### config.mk
export PLATFORM = sky130hd
export DESIGN_NAME = scratchpad_temperature_decoder_top_flat
export DESIGN_NICKNAME = d
export VERILOG_FILES = /design/src/rtl/sdec_pkg.sv /design/src/rtl/sdec_in_if.sv /design/src/rtl/sdec_out_if.sv /design/src/rtl/sdec_front.sv /design/src/rtl/sdec_queue.sv /design/src/rtl/sdec_back.sv /design/src/rtl/scratchpad_temperature_decoder_top.sv /design/src/flat_wrapper.sv
export SDC_FILE = /design/constraint.sdc
export NUM_CORES = 1
export LEC_CHECK = 0
export BUFFER_PORTS_ARGS = -buffer_cell sky130_fd_sc_hd__buf_2
export CAP_MARGIN = 20
export CELL_PAD_IN_SITES_DETAIL_PLACEMENT = 0
export CELL_PAD_IN_SITES_GLOBAL_PLACEMENT = 2
export CORE_MARGIN = 2
export CORE_UTILIZATION = 35
export DETAILED_ROUTE_END_ITERATION = 10
export GPL_TIMING_DRIVEN = 0
export HOLD_SLACK_MARGIN = 0.08
export MAX_ROUTING_LAYER = met4
export PLACE_DENSITY_LB_ADDON = 0.1
export SLEW_MARGIN = 20
export SYNTH_ARGS = -nofsm -noshare
export SYNTH_HDL_FRONTEND = slang
export SYNTH_SLANG_ARGS = --single-unit
### constraint.sdc
create_clock -name clk_i -period 3.4 [get_ports clk_i]
set_clock_uncertainty 0.05 [all_clocks]
set_input_delay 0.34 -clock clk_i [delete_from_list [all_inputs] [get_ports clk_i]]
set_output_delay 0.34 -clock clk_i [all_outputs]
set_load 0.01 [all_outputs]
### src/rtl/sdec_pkg.sv
// ----------------------------------------------------------------------------
// sdec_pkg: shared types, constants and functions of the scratchpad decoder
// Command, status and configuration types, CRC-8 step and reading decode.
// ----------------------------------------------------------------------------
package sdec_pkg;

  // Scratchpad layout
  localparam int SCRATCH_BYTES = 9;
  localparam int STORE_DEPTH   = SCRATCH_BYTES - 1;
  localparam int STORE_IDX_W   = $clog2(STORE_DEPTH);
  localparam int CNT_W         = $clog2(SCRATCH_BYTES + 1);

  // Configuration port
  localparam int CFG_IDX_W  = 1;
  localparam int CFG_DATA_W = 16;

  typedef enum logic [CFG_IDX_W-1:0] {
    CFG_FAMILY  = 1'b0,
    CFG_INVALID = 1'b1
  } cfg_reg_e;

  // Input operation codes
  localparam logic OP_BYTE   = 1'b0;
  localparam logic OP_ABSENT = 1'b1;

  // Result status codes
  typedef enum logic [1:0] {
    ST_GOOD   = 2'd0,
    ST_ABSENT = 2'd1,
    ST_BADCRC = 2'd2
  } status_e;

  // Decoding constants
  localparam logic [7:0]  FAMILY_LEGACY   = 8'h10;
  localparam logic [7:0]  COUNT_PER_DEG   = 8'h10;
  localparam logic [15:0] REFINE_MASK     = 16'hFFF0;
  localparam logic [15:0] REFINE_OFFSET   = 16'd12;
  localparam logic [7:0]  CRC_POLY        = 8'h8C;

  typedef enum logic [1:0] {
    RES_9BIT  = 2'b00,
    RES_10BIT = 2'b01,
    RES_11BIT = 2'b10,
    RES_12BIT = 2'b11
  } resolution_e;

  // Classified command passed from front to back
  typedef enum logic [2:0] {
    CMD_ABSENT = 3'b001,
    CMD_FIRST  = 3'b010,
    CMD_NEXT   = 3'b100
  } cmd_kind_e;

  typedef struct packed {
    cmd_kind_e  kind;
    logic [7:0] data;
  } cmd_t;

  // Configuration registers seen by the back end
  typedef struct packed {
    logic [7:0]  family;
    logic [15:0] invalid;
  } cfg_t;

  // One byte of the reflected 1-Wire CRC-8
  function automatic logic [7:0] crc8_update(input logic [7:0] crc, input logic [7:0] b);
    logic [7:0] c;
    c = crc ^ b;
    for (int i = 0; i < 8; i++) begin
      if (c[0]) begin
        c = (c >> 1) ^ CRC_POLY;
      end else begin
        c = c >> 1;
      end
    end
    return c;
  endfunction

  // Form the reading in sixteenths of a degree from the stored bytes
  function automatic logic [15:0] decode_reading(
    input logic [7:0] family,
    input logic [7:0] b0,
    input logic [7:0] b1,
    input logic [7:0] b4,
    input logic [7:0] b6,
    input logic [7:0] b7
  );
    logic [15:0] raw;
    raw = {b1, b0};
    if (family == FAMILY_LEGACY) begin
      raw = raw << 3;
      if (b7 == COUNT_PER_DEG) begin
        raw = (raw & REFINE_MASK) + REFINE_OFFSET - {8'h00, b6};
      end
    end else begin
      case (resolution_e'(b4[6:5]))
        RES_9BIT:  raw = raw & ~16'd7;
        RES_10BIT: raw = raw & ~16'd3;
        RES_11BIT: raw = raw & ~16'd1;
        default:   raw = raw;
      endcase
    end
    return raw;
  endfunction

endpackage

### src/rtl/sdec_in_if.sv
// ----------------------------------------------------------------------------
// sdec_in_if: input channel of the scratchpad decoder
// Valid/ready channel carrying one scratchpad byte or a no-sensor event.
// ----------------------------------------------------------------------------
interface sdec_in_if;
  logic       valid;
  logic       ready;
  logic       operation;
  logic [7:0] scratch_byte;
  logic       start_of_read;

  modport source (output valid, output operation, output scratch_byte,
                  output start_of_read, input ready);
  modport sink   (input valid, input operation, input scratch_byte,
                  input start_of_read, output ready);
endinterface

### src/rtl/sdec_out_if.sv
// ----------------------------------------------------------------------------
// sdec_out_if: result channel of the scratchpad decoder
// Valid/ready channel carrying one temperature and its status.
// ----------------------------------------------------------------------------
interface sdec_out_if;
  logic               valid;
  logic               ready;
  logic signed [15:0] temperature;
  logic [1:0]         status;

  modport source (output valid, output temperature, output status, input ready);
  modport sink   (input valid, input temperature, input status, output ready);
endinterface

### src/rtl/sdec_front.sv
// ----------------------------------------------------------------------------
// sdec_front: input side of the scratchpad decoder
// Accepts items, classifies them into commands and holds the config registers.
// ----------------------------------------------------------------------------
module sdec_front (
  input  logic                                clk_i,
  input  logic                                rst_ni,
  sdec_in_if.sink                             in_ch,
  input  logic                                cfg_we_i,
  input  logic [sdec_pkg::CFG_IDX_W-1:0]      cfg_idx_i,
  input  logic [sdec_pkg::CFG_DATA_W-1:0]     cfg_wdata_i,
  input  logic                                q_not_full_i,
  output logic                                push_o,
  output sdec_pkg::cmd_t                      cmd_o,
  output sdec_pkg::cfg_t                      cfg_o
);
  import sdec_pkg::*;

  logic [7:0]  family_q;
  logic [15:0] invalid_q;

  // Take an item whenever the queue has room
  assign in_ch.ready = q_not_full_i;
  assign push_o      = in_ch.valid && q_not_full_i;

  // Classify the item
  always_comb begin
    cmd_o.data = in_ch.scratch_byte;
    if (in_ch.operation == OP_ABSENT) begin
      cmd_o.kind = CMD_ABSENT;
    end else if (in_ch.start_of_read) begin
      cmd_o.kind = CMD_FIRST;
    end else begin
      cmd_o.kind = CMD_NEXT;
    end
  end

  // Configuration registers
  always_ff @(posedge clk_i or negedge rst_ni) begin
    if (!rst_ni) begin
      family_q  <= 8'h28;
      invalid_q <= 16'h8000;
    end else if (cfg_we_i) begin
      case (cfg_reg_e'(cfg_idx_i))
        CFG_FAMILY:  family_q  <= cfg_wdata_i[7:0];
        CFG_INVALID: invalid_q <= cfg_wdata_i[15:0];
        default: ;
      endcase
    end
  end

  assign cfg_o.family  = family_q;
  assign cfg_o.invalid = invalid_q;

endmodule

### src/rtl/sdec_queue.sv
// ----------------------------------------------------------------------------
// sdec_queue: command queue between front and back
// Small circular buffer of classified commands.
// ----------------------------------------------------------------------------
module sdec_queue #(
  parameter int DEPTH = 2
) (
  input  logic           clk_i,
  input  logic           rst_ni,
  input  logic           push_i,
  input  sdec_pkg::cmd_t cmd_i,
  output logic           not_full_o,
  input  logic           pop_i,
  output logic           valid_o,
  output sdec_pkg::cmd_t cmd_o
);
  import sdec_pkg::*;

  localparam int PTR_W = (DEPTH > 1) ? $clog2(DEPTH) : 1;
  localparam int CNT_W_Q = $clog2(DEPTH + 1);

  cmd_t               mem_q [DEPTH];
  logic [PTR_W-1:0]   wr_ptr_q, wr_ptr_d;
  logic [PTR_W-1:0]   rd_ptr_q, rd_ptr_d;
  logic [CNT_W_Q-1:0] count_q, count_d;

  assign not_full_o = (count_q != CNT_W_Q'(DEPTH));
  assign valid_o    = (count_q != '0);
  assign cmd_o      = mem_q[rd_ptr_q];

  // Advance pointers with wrap at the depth
  always_comb begin
    wr_ptr_d = wr_ptr_q;
    rd_ptr_d = rd_ptr_q;
    count_d  = count_q;
    if (push_i) begin
      wr_ptr_d = (wr_ptr_q == PTR_W'(DEPTH - 1)) ? '0 : wr_ptr_q + 1'b1;
    end
    if (pop_i) begin
      rd_ptr_d = (rd_ptr_q == PTR_W'(DEPTH - 1)) ? '0 : rd_ptr_q + 1'b1;
    end
    if (push_i && !pop_i) begin
      count_d = count_q + 1'b1;
    end else if (pop_i && !push_i) begin
      count_d = count_q - 1'b1;
    end
  end

  always_ff @(posedge clk_i or negedge rst_ni) begin
    if (!rst_ni) begin
      wr_ptr_q <= '0;
      rd_ptr_q <= '0;
      count_q  <= '0;
    end else begin
      wr_ptr_q <= wr_ptr_d;
      rd_ptr_q <= rd_ptr_d;
      count_q  <= count_d;
    end
  end

  // Store pushed commands
  always_ff @(posedge clk_i) begin
    if (push_i) begin
      mem_q[wr_ptr_q] <= cmd_i;
    end
  end

endmodule

### src/rtl/sdec_back.sv
// ----------------------------------------------------------------------------
// sdec_back: execution side of the scratchpad decoder
// Runs the CRC, stores the scratchpad and registers the decoded result.
// ----------------------------------------------------------------------------
module sdec_back (
  input  logic           clk_i,
  input  logic           rst_ni,
  input  logic           q_valid_i,
  input  sdec_pkg::cmd_t cmd_i,
  output logic           pop_o,
  input  sdec_pkg::cfg_t cfg_i,
  sdec_out_if.source     out_ch
);
  import sdec_pkg::*;

  logic [CNT_W-1:0] count_q, count_d, count_eff;
  logic [7:0]       crc_q, crc_d, crc_eff;
  logic [7:0]       store_q [STORE_DEPTH];
  logic             store_we;
  logic             out_valid_q, out_valid_d;
  logic [15:0]      temp_q, temp_d;
  status_e          status_q, status_d;
  logic             res_valid;

  // Pop when the result register is free or being drained
  assign pop_o = q_valid_i && (!out_valid_q || out_ch.ready);

  // Restart the count on a start mark
  assign count_eff = (cmd_i.kind == CMD_FIRST) ? '0 : count_q;
  assign crc_eff   = (cmd_i.kind == CMD_FIRST) ? 8'h00 : crc_q;

  always_comb begin
    count_d   = count_q;
    crc_d     = crc_q;
    store_we  = 1'b0;
    res_valid = 1'b0;
    temp_d    = cfg_i.invalid;
    status_d  = ST_ABSENT;
    if (pop_o) begin
      case (cmd_i.kind)
        CMD_ABSENT: begin
          count_d   = '0;
          crc_d     = 8'h00;
          res_valid = 1'b1;
        end
        CMD_FIRST, CMD_NEXT: begin
          if (count_eff < CNT_W'(STORE_DEPTH)) begin
            store_we = 1'b1;
            crc_d    = crc8_update(crc_eff, cmd_i.data);
            count_d  = count_eff + 1'b1;
          end else begin
            res_valid = 1'b1;
            count_d   = '0;
            crc_d     = 8'h00;
            if (crc_eff == cmd_i.data) begin
              temp_d   = decode_reading(cfg_i.family, store_q[0], store_q[1],
                                        store_q[4], store_q[6], store_q[7]);
              status_d = ST_GOOD;
            end else begin
              status_d = ST_BADCRC;
            end
          end
        end
        default: ;
      endcase
    end
  end

  // Hold the result until the sink takes it
  always_comb begin
    out_valid_d = out_valid_q;
    if (out_ch.ready) begin
      out_valid_d = 1'b0;
    end
    if (res_valid) begin
      out_valid_d = 1'b1;
    end
  end

  always_ff @(posedge clk_i or negedge rst_ni) begin
    if (!rst_ni) begin
      count_q     <= '0;
      crc_q       <= 8'h00;
      out_valid_q <= 1'b0;
    end else begin
      count_q     <= count_d;
      crc_q       <= crc_d;
      out_valid_q <= out_valid_d;
    end
  end

  // Scratchpad store and result payload
  always_ff @(posedge clk_i) begin
    if (store_we) begin
      store_q[count_eff[STORE_IDX_W-1:0]] <= cmd_i.data;
    end
    if (res_valid) begin
      temp_q   <= temp_d;
      status_q <= status_d;
    end
  end

  assign out_ch.valid       = out_valid_q;
  assign out_ch.temperature = $signed(temp_q);
  assign out_ch.status      = status_q;

endmodule

### src/rtl/scratchpad_temperature_decoder_top.sv
// ----------------------------------------------------------------------------
// scratchpad_temperature_decoder_top: thermometer scratchpad decoder
// Checks the CRC-8 of a nine-byte scratchpad read and decodes the reading.
// ----------------------------------------------------------------------------
// The block takes one item per clock cycle: a scratchpad byte or a no-sensor
// event. Items enter a command queue of QUEUE_DEPTH entries; the back end
// pulls one command per cycle, so the input accepts one item every cycle as
// long as results are taken. A result (the ninth byte of a read, or a
// no-sensor event) is registered: its command is written into the queue, then
// loaded into the result register when popped, and transfers once the sink is
// ready. When the result register is stalled the queue fills and input ready
// drops once it holds QUEUE_DEPTH commands. Configuration is written through a
// plain write port (index 0: family code, index 1: invalid temperature); the
// user must write it only while idle, which the block does not enforce.
module scratchpad_temperature_decoder_top #(
  parameter int QUEUE_DEPTH = 2
) (
  input  logic                            clk_i,
  input  logic                            rst_ni,
  sdec_in_if.sink                         in_ch,
  sdec_out_if.source                      out_ch,
  input  logic                            cfg_we_i,
  input  logic [sdec_pkg::CFG_IDX_W-1:0]  cfg_idx_i,
  input  logic [sdec_pkg::CFG_DATA_W-1:0] cfg_wdata_i
);
  import sdec_pkg::*;

  logic push, pop, q_not_full, q_valid;
  cmd_t push_cmd, head_cmd;
  cfg_t cfg;

  sdec_front u_front (
    .clk_i        (clk_i),
    .rst_ni       (rst_ni),
    .in_ch        (in_ch),
    .cfg_we_i     (cfg_we_i),
    .cfg_idx_i    (cfg_idx_i),
    .cfg_wdata_i  (cfg_wdata_i),
    .q_not_full_i (q_not_full),
    .push_o       (push),
    .cmd_o        (push_cmd),
    .cfg_o        (cfg)
  );

  sdec_queue #(
    .DEPTH (QUEUE_DEPTH)
  ) u_queue (
    .clk_i      (clk_i),
    .rst_ni     (rst_ni),
    .push_i     (push),
    .cmd_i      (push_cmd),
    .not_full_o (q_not_full),
    .pop_i      (pop),
    .valid_o    (q_valid),
    .cmd_o      (head_cmd)
  );

  sdec_back u_back (
    .clk_i     (clk_i),
    .rst_ni    (rst_ni),
    .q_valid_i (q_valid),
    .cmd_i     (head_cmd),
    .pop_o     (pop),
    .cfg_i     (cfg),
    .out_ch    (out_ch)
  );

endmodule

### src/flat_wrapper.sv
// flat-port wrapper written by rule: the top's interface ports become plain ports
module scratchpad_temperature_decoder_top_flat import sdec_pkg::*;
#(
  parameter int QUEUE_DEPTH = 2
)
  (clk_i, rst_ni, cfg_we_i, cfg_idx_i, cfg_wdata_i, in_ch_valid, in_ch_operation, in_ch_scratch_byte, in_ch_start_of_read, in_ch_ready, out_ch_valid, out_ch_temperature, out_ch_status, out_ch_ready);
  sdec_in_if in_ch_i ();
  sdec_out_if out_ch_i ();
  input  logic clk_i;
  input  logic rst_ni;
  input  logic cfg_we_i;
  input  logic [sdec_pkg::CFG_IDX_W-1:0] cfg_idx_i;
  input  logic [sdec_pkg::CFG_DATA_W-1:0] cfg_wdata_i;
  input wire logic [$bits(in_ch_i.valid)-1:0] in_ch_valid;
  input wire logic [$bits(in_ch_i.operation)-1:0] in_ch_operation;
  input wire logic [$bits(in_ch_i.scratch_byte)-1:0] in_ch_scratch_byte;
  input wire logic [$bits(in_ch_i.start_of_read)-1:0] in_ch_start_of_read;
  output wire logic [$bits(in_ch_i.ready)-1:0] in_ch_ready;
  output wire logic [$bits(out_ch_i.valid)-1:0] out_ch_valid;
  output wire logic [$bits(out_ch_i.temperature)-1:0] out_ch_temperature;
  output wire logic [$bits(out_ch_i.status)-1:0] out_ch_status;
  input wire logic [$bits(out_ch_i.ready)-1:0] out_ch_ready;
  assign in_ch_i.valid = in_ch_valid;
  assign in_ch_i.operation = in_ch_operation;
  assign in_ch_i.scratch_byte = in_ch_scratch_byte;
  assign in_ch_i.start_of_read = in_ch_start_of_read;
  assign in_ch_ready = in_ch_i.ready;
  assign out_ch_valid = out_ch_i.valid;
  assign out_ch_temperature = out_ch_i.temperature;
  assign out_ch_status = out_ch_i.status;
  assign out_ch_i.ready = out_ch_ready;
  scratchpad_temperature_decoder_top #(.QUEUE_DEPTH(QUEUE_DEPTH)) u_core (.clk_i(clk_i), .rst_ni(rst_ni), .in_ch(in_ch_i), .out_ch(out_ch_i), .cfg_we_i(cfg_we_i), .cfg_idx_i(cfg_idx_i), .cfg_wdata_i(cfg_wdata_i));
endmodule
After elaboration in Yosys (flattened, before gate mapping)
Memories as Yosys holds them, arrays and structs flattened.
Cells that the tools add are included.
{"block": "totals", "out_inout_bits": 20, "ram_bits": 86, "inputBits": 32, "word_cells": 120, "memories": 2, "reg_bits": 59}
{"memory": "u_core.u_back.store_q", "depth": 8, "width": 8, "rd": 5, "rd_clocked_by_memory_dff": 0, "wr": 1, "line": "sdec_back.sv:18", "source": "logic [7:0] store_q [STORE_DEPTH];"}
{"memory": "u_core.u_queue.mem_q", "depth": 2, "width": 11, "rd": 1, "rd_clocked_by_memory_dff": 0, "wr": 1, "line": "sdec_queue.sv:22", "source": "cmd_t mem_q [DEPTH];"}
{"block": "op_classes", "add_sub_neg": 7, "n_bitwise": 12, "order_cmp": 1, "n_eq_ne": 9, "n_reduce_logical": 18, "n_mux": 61}
{"operator": "8-bit two-way mux", "n": 31}
{"operator": "16-bit two-way mux", "n": 6}
{"operator": "2-bit NOT with 3-bit output", "n": 8}
{"operator": "16-bit by 4-bit adder with 16-bit output, second input constant", "n": 1}
{"operator": "8-bit by 5-bit == test with 1-bit output, second input constant", "n": 2}
{"operator": "8-bit one-hot mux with 2 select lines", "n": 1}
{"operator": "16-bit by 8-bit subtractor with 16-bit output", "n": 1}
{"operator": "1-bit two-way mux", "n": 13}
{"operator": "3-bit one-hot mux with 3 select lines", "n": 1}
{"operator": "8-bit == test", "n": 1}
{"operator": "4-bit two-way mux", "n": 2}
{"operator": "4-bit one-hot mux with 2 select lines", "n": 1}
{"operator": "2-bit nonzero test", "n": 4}
{"operator": "8-bit XOR", "n": 1}
{"operator": "2-bit two-way mux", "n": 3}
{"operator": "3-bit two-way mux", "n": 2}
{"operator": "2-bit AND reduction", "n": 3}
{"operator": "4-bit by 1-bit adder with 4-bit output, second input constant", "n": 1}
{"operator": "1-bit logical AND", "n": 4}
{"operator": "4-bit less-than comparator, second input constant", "n": 1}
{"operator": "3-bit by 1-bit == test with 1-bit output, second input constant", "n": 1}
{"operator": "3-bit by 2-bit == test with 1-bit output, second input constant", "n": 1}
{"operator": "3-bit == test, second input constant", "n": 1}
{"operator": "1-bit logical NOT", "n": 3}
{"operator": "12 further kinds", "n": 15}

Depth between registers and ports, before layout
An unclocked memory read counts as a cell.
{"block": "depth", "depth_word": 43, "depth_mapped": 10, "depth_no_buf": 8}

Modules after synthesis
From an unflattened synthesis, not the netlist that was laid out.
{"block": "hier_totals", "hier_cells": 428, "hier_area_um2": 5766.8}
{"module": "sdec_back", "area_per_inst_um2": 3666.0, "seq_area_each_um2": 1886.8, "instances": 1, "cells_each": 313}
{"module": "sdec_front", "area_per_inst_um2": 1082.3, "seq_area_each_um2": 604.3, "instances": 1, "cells_each": 65}
{"module": "sdec_queue", "area_per_inst_um2": 1018.5, "seq_area_each_um2": 760.7, "instances": 1, "cells_each": 50}

Worst setup path before layout
No wires, ideal clock.
{"block": "synth_path", "path_type": "reg-to-reg", "from": "register u_core.u_queue.rd_ptr_q", "to": "memory u_core.u_back.store_q[6][0], enable pin", "setup_time_ps": 398, "path_buffers": 2, "setup_slack_ps": 298, "t_required_ps": 2952, "path_stages_with_launch": 8, "t_arrival_ps": 2655, "cell_sequence": "dfrtp_1 buf_2 buf_6 mux2_2 nor3_1 a21oi_1 or3_1 nor4b_1"}
{"block": "synth_via", "elab_chain_cells": 9, "word_cells_on_any_way": 11}
{"item": "from (decl)", "line": "sdec_queue.sv:24", "source": "logic [PTR_W-1:0] rd_ptr_q, rd_ptr_d;"}
{"item": "from (signal assigned)", "line": "sdec_queue.sv:56", "source": "rd_ptr_q <= rd_ptr_d;"}
{"item": "memory 2 x 11 bit (*)"}
{"item": "3-bit by 2-bit == test with 1-bit output", "line": "sdec_back.sv:29, sdec_back.sv:40"}
{"item": "4-bit two-way mux", "line": "sdec_back.sv:29", "source": "assign count_eff = (cmd_i.kind == CMD_FIRST) ? '0 : count_q;"}
{"item": "4-bit less-than comparator", "line": "sdec_back.sv:47", "source": "if (count_eff < CNT_W'(STORE_DEPTH)) begin"}
{"item": "1-bit two-way mux", "line": "sdec_back.sv:47"}
{"item": "1-bit two-way mux", "line": "sdec_back.sv:40", "source": "case (cmd_i.kind)"}
{"item": "1-bit two-way mux", "line": "sdec_back.sv:39", "source": "if (pop_o) begin"}
{"item": "1-bit two-way mux", "line": "sdec_back.sv:94", "source": "if (store_we) begin"}
{"item": "1-bit two-way mux (not written as such)", "line": "sdec_back.sv:95", "source": "store_q[count_eff[STORE_IDX_W-1:0]] <= cmd_i.data;"}
{"item": "to (decl)", "line": "sdec_back.sv:18"}
Every way passes the cells marked *; elsewhere a longest branch is shown, timed or not.

Final worst setup path
{"block": "layout_path", "from": "register u_core.u_queue.rd_ptr_q", "to": "memory u_core.u_back.store_q[0][6], enable pin"}
The elaborated chain is that of the path after synthesis.

==> reports/qor.csv <==
stage;metric;value;unit
route;drt_iter0_markers;152;
global_route;grt_overflow_total;0;
clocking;cts.sinks;115;
critical_path;startpoint;u_core.u_queue.rd_ptr_q;
sta;slew_headroom;40.2;%
yosys;synth-async-reset-ratio;35.7;%
yosys;syn_nets;452;
floorplan;die_w;128;um
critical_path;start_kind;flip-flop;
sta;setup_viol;0;
final_layout;diodes;0;
floorplan;design.die.area;16500;sq um
clocking;cts-buffers-inserted;17;
yosys;netlist_top_cells_count;edfxtp_1 (74), xnor2_1 (39), dfrtp_1 (38);
critical_path;r2r-end;u_core.u_back.store_q[0][6];
final_layout;fin_nets;535;
yosys;syn-cell-area;5420;sq um
yosys;synth-seq-cells;115;
sta;hold_viol_final;0;
final_layout;fin_cells;697;
placed_design;portBuffers;51;
pwr;ir_drop;0.000407;V
clocking;cts.htree.levels;4;
flow_run;maxCapViolations;0;
placed_design;gp_congestion;0.782;
global_route;first_global_vias;3453;
critical_path;reg2reg_from;u_core.u_queue.rd_ptr_q;
global_route;grt_first_pass_wirelength;18300;um
sta;worst_pin_slew;893;ps
floorplan;core_area;15100;sq um
final_layout;syn_to_final_growth;21.8;%
yosys;yosysWarnings;0;
sta;layout_min_cycle_time;3030;ps
critical_path;crit_arrival;3030;ps
clocking;cts_root_buf;clkbuf_16;
route;drc;0;
sta;slew_viol_final;0;
yosys;syn_inst;413;
final_layout;layout-drive-gt1-share;25.1;%
sta;period_share;89.1;%
floorplan;fp.dieH;128;um
critical_path;worstSetupEndpoint;u_core.u_back.store_q[0][6];
route;routed_wl;11600;um
pwr;total_power;0.00552;W
worst_hold_path;hold_class;in2reg;
yosys;synth_edf_count;74;
critical_path;cp_max_fo;10;
clocking;cts.clk_slew.worst_paths;50;ps
yosys;synth_top_area_cell;edfxtp_1;
clocking;cts_tree;done;
clocking;ctsLongestPathBuffers;2;
yosys;synthTopCellsByArea;edfxtp_1 (41%), dfrtp_1 (18%), mux2_2 (6.6%);
pwr;power_density;836;nW/um^2
status;status;finished clean;
global_route;grt_max_degree;42;
floorplan;io_pins;52;
yosys;yosysMostFrequentCell;edfxtp_1;
route;first_pass_iters;4;
yosys;syn_avg_cell_area;13.1;sq um
yosys;ys_types;51;
critical_path;critPathKind;reg2reg;
yosys;yosysSeqAreaShare;60.0;%
critical_path;cp.required;3400;ps
placed_design;hpwlAfterDp;8630;um
floorplan;rows;45;
clocking;cts_setup_buffers;0;
floorplan;initial_utilization;35.8;%
final_layout;multi_input_area;2050;sq um
final_layout;num-fill-cells;1411;
pwr;leakagePower;2.52;nW
clocking;clock_latency;420;ps
critical_path;reg2reg_slack;370;ps
yosys;synth_top_area_share;41.0;%
final_layout;seq_area;3250;sq um
critical_path;reg2reg_depth;8;
sta;rsz0062_at_grt;no;
placed_design;dp_cells;655;
route;vias_per_cell;4.86;
sta;max_freq;0.330;GHz
global_route;antenna_found_initial;0;
yosys;synth-main-ff-cell;edfxtp_1;
critical_path;cp-end-kind;flip-flop;
route;ant_nets;0;
route;vias;3387;
global_route;grt_use_total;15.5;%
route;wire_per_inst;16.6;um
==> per-layer routing <==
layer	up-vias	share of wire (%)	GRT usage, %
li1	1681	-	-
met1	1630	41	16.3
met2	60	53	27.4
met3	16	3.3	4.28
met4	0	2.1	6.46
met5	-	0	-
==> area by class of cell <==
cell class | count | share of cell area [%]
Buffer | 13 | 1.00
Clock buffer | 22 | 6.88
Clock inverter | 10 | 1.31
Inverter | 21 | 1.19
Multi-Input combinational cell | 264 | 31.1
Sequential cell | 115 | 49.2
Tap cell | 188 | 3.56
Timing Repair Buffer | 64 | 5.74
==> stage by stage <==
stage          hold slack (ps)  utilization (%)  TNS, ps  area (sq um)  setup WS (ps)
2_1_floorplan            -5.59                -        0          5420            298
3_3_place_gp               427             39.0   -13450          5910           -449
5_1_grt                   92.3             43.6        0          6610            206
4_1_cts                   92.1             43.6        0          6600           62.3
3_5_place_dp               430             39.3        0          5960           75.5
6_report                   111             43.6        0          6610            369
==> worst min-delay path by stage <==
stage | startpoint | slack [ps] | cells past startpoint | end
after floorplan | rst_ni | -6 | 0 | u_core.u_back.count_q[0]
after global placement | u_core.u_queue.wr_ptr_q | 430 | 1 | u_core.u_queue.wr_ptr_q
after detailed placement | u_core.u_queue.wr_ptr_q | 430 | 1 | u_core.u_queue.wr_ptr_q
after CTS | cfg_wdata_i[11] | 90 | 2 | u_core.u_front.invalid_q[11]
after global routing | cfg_wdata_i[11] | 90 | 2 | u_core.u_front.invalid_q[11]
final | cfg_wdata_i[11] | 110 | 2 | u_core.u_front.invalid_q[11]
==> worst max-delay path, stage by stage (launching register included) <==
cell	delay, ps
dfrtp_1	320
buf_2	250
buf_6	200
mux2_2	410
nor3_1	180
a21oi_1	70
or3_1	420
clkbuf_1	290
a21oi_2	470
==> timing repair <==
action                     in CTS  in global routing
hold endpoints to repair       22                  0
setup endpoints to repair       0                  8
gates resized for setup         0                  1
hold buffers                   10                  0
==> registers in the layout, indices dropped and copies added, names as in the netlist <==
name / flops
u_core.u_queue.mem_q: 22
u_core.u_back.out_ch.status: 2
u_core.u_queue.rd_ptr_q: 1
u_core.u_front.invalid_q: 16
u_core.u_back.out_ch.valid: 1
u_core.u_back.count_q: 4
u_core.u_queue.count_q: 2
u_core.u_back.store_q: 34
u_core.u_front.family_q: 8
u_core.u_queue.wr_ptr_q: 1
u_core.u_back.out_ch.temperature: 16
u_core.u_back.crc_q: 8
==> report_power, final <==
group          internal [W]  switching (W)
sequential          0.00187       0.000189
combinational      0.000872       0.000978
clock               0.00101       0.000600
==> layout by cell type (no fill, tap or decap), types with 4 or more instances in the layout <==
cell	count
edfxtp_1	74
buf_2	54
xnor2_1	39
dfrtp_1	38
mux2_2	32
nand2_1	29
inv_1	21
o21ai_0	21
nor2_1	20
clkbuf_16	17
mux2i_1	14
clkbuf_1	13
a21oi_1	10
xor2_1	10
dlygate4sd3_1	10
ha_1	7
nor4_1	5
mux2_1	5
o211ai_1	5
nor2b_1	4
or4_1	4
or3_1	4
nor3_1	4
a31oi_1	4
clkinv_2	4
==> kinds of logic after synthesis <==
| family | synth area share (%) |
|---|---|
| xor+xnor | 9.16 |
| mux | 10.5 |
| compound gates | 7.01 |
| fa+ha+maj | 1.62 |
| flops | 60.0 |
| buf+inv | 2.68 |
| simple gates | 9.04 |
Note: power is estimated with default switching activity, not from simulation.
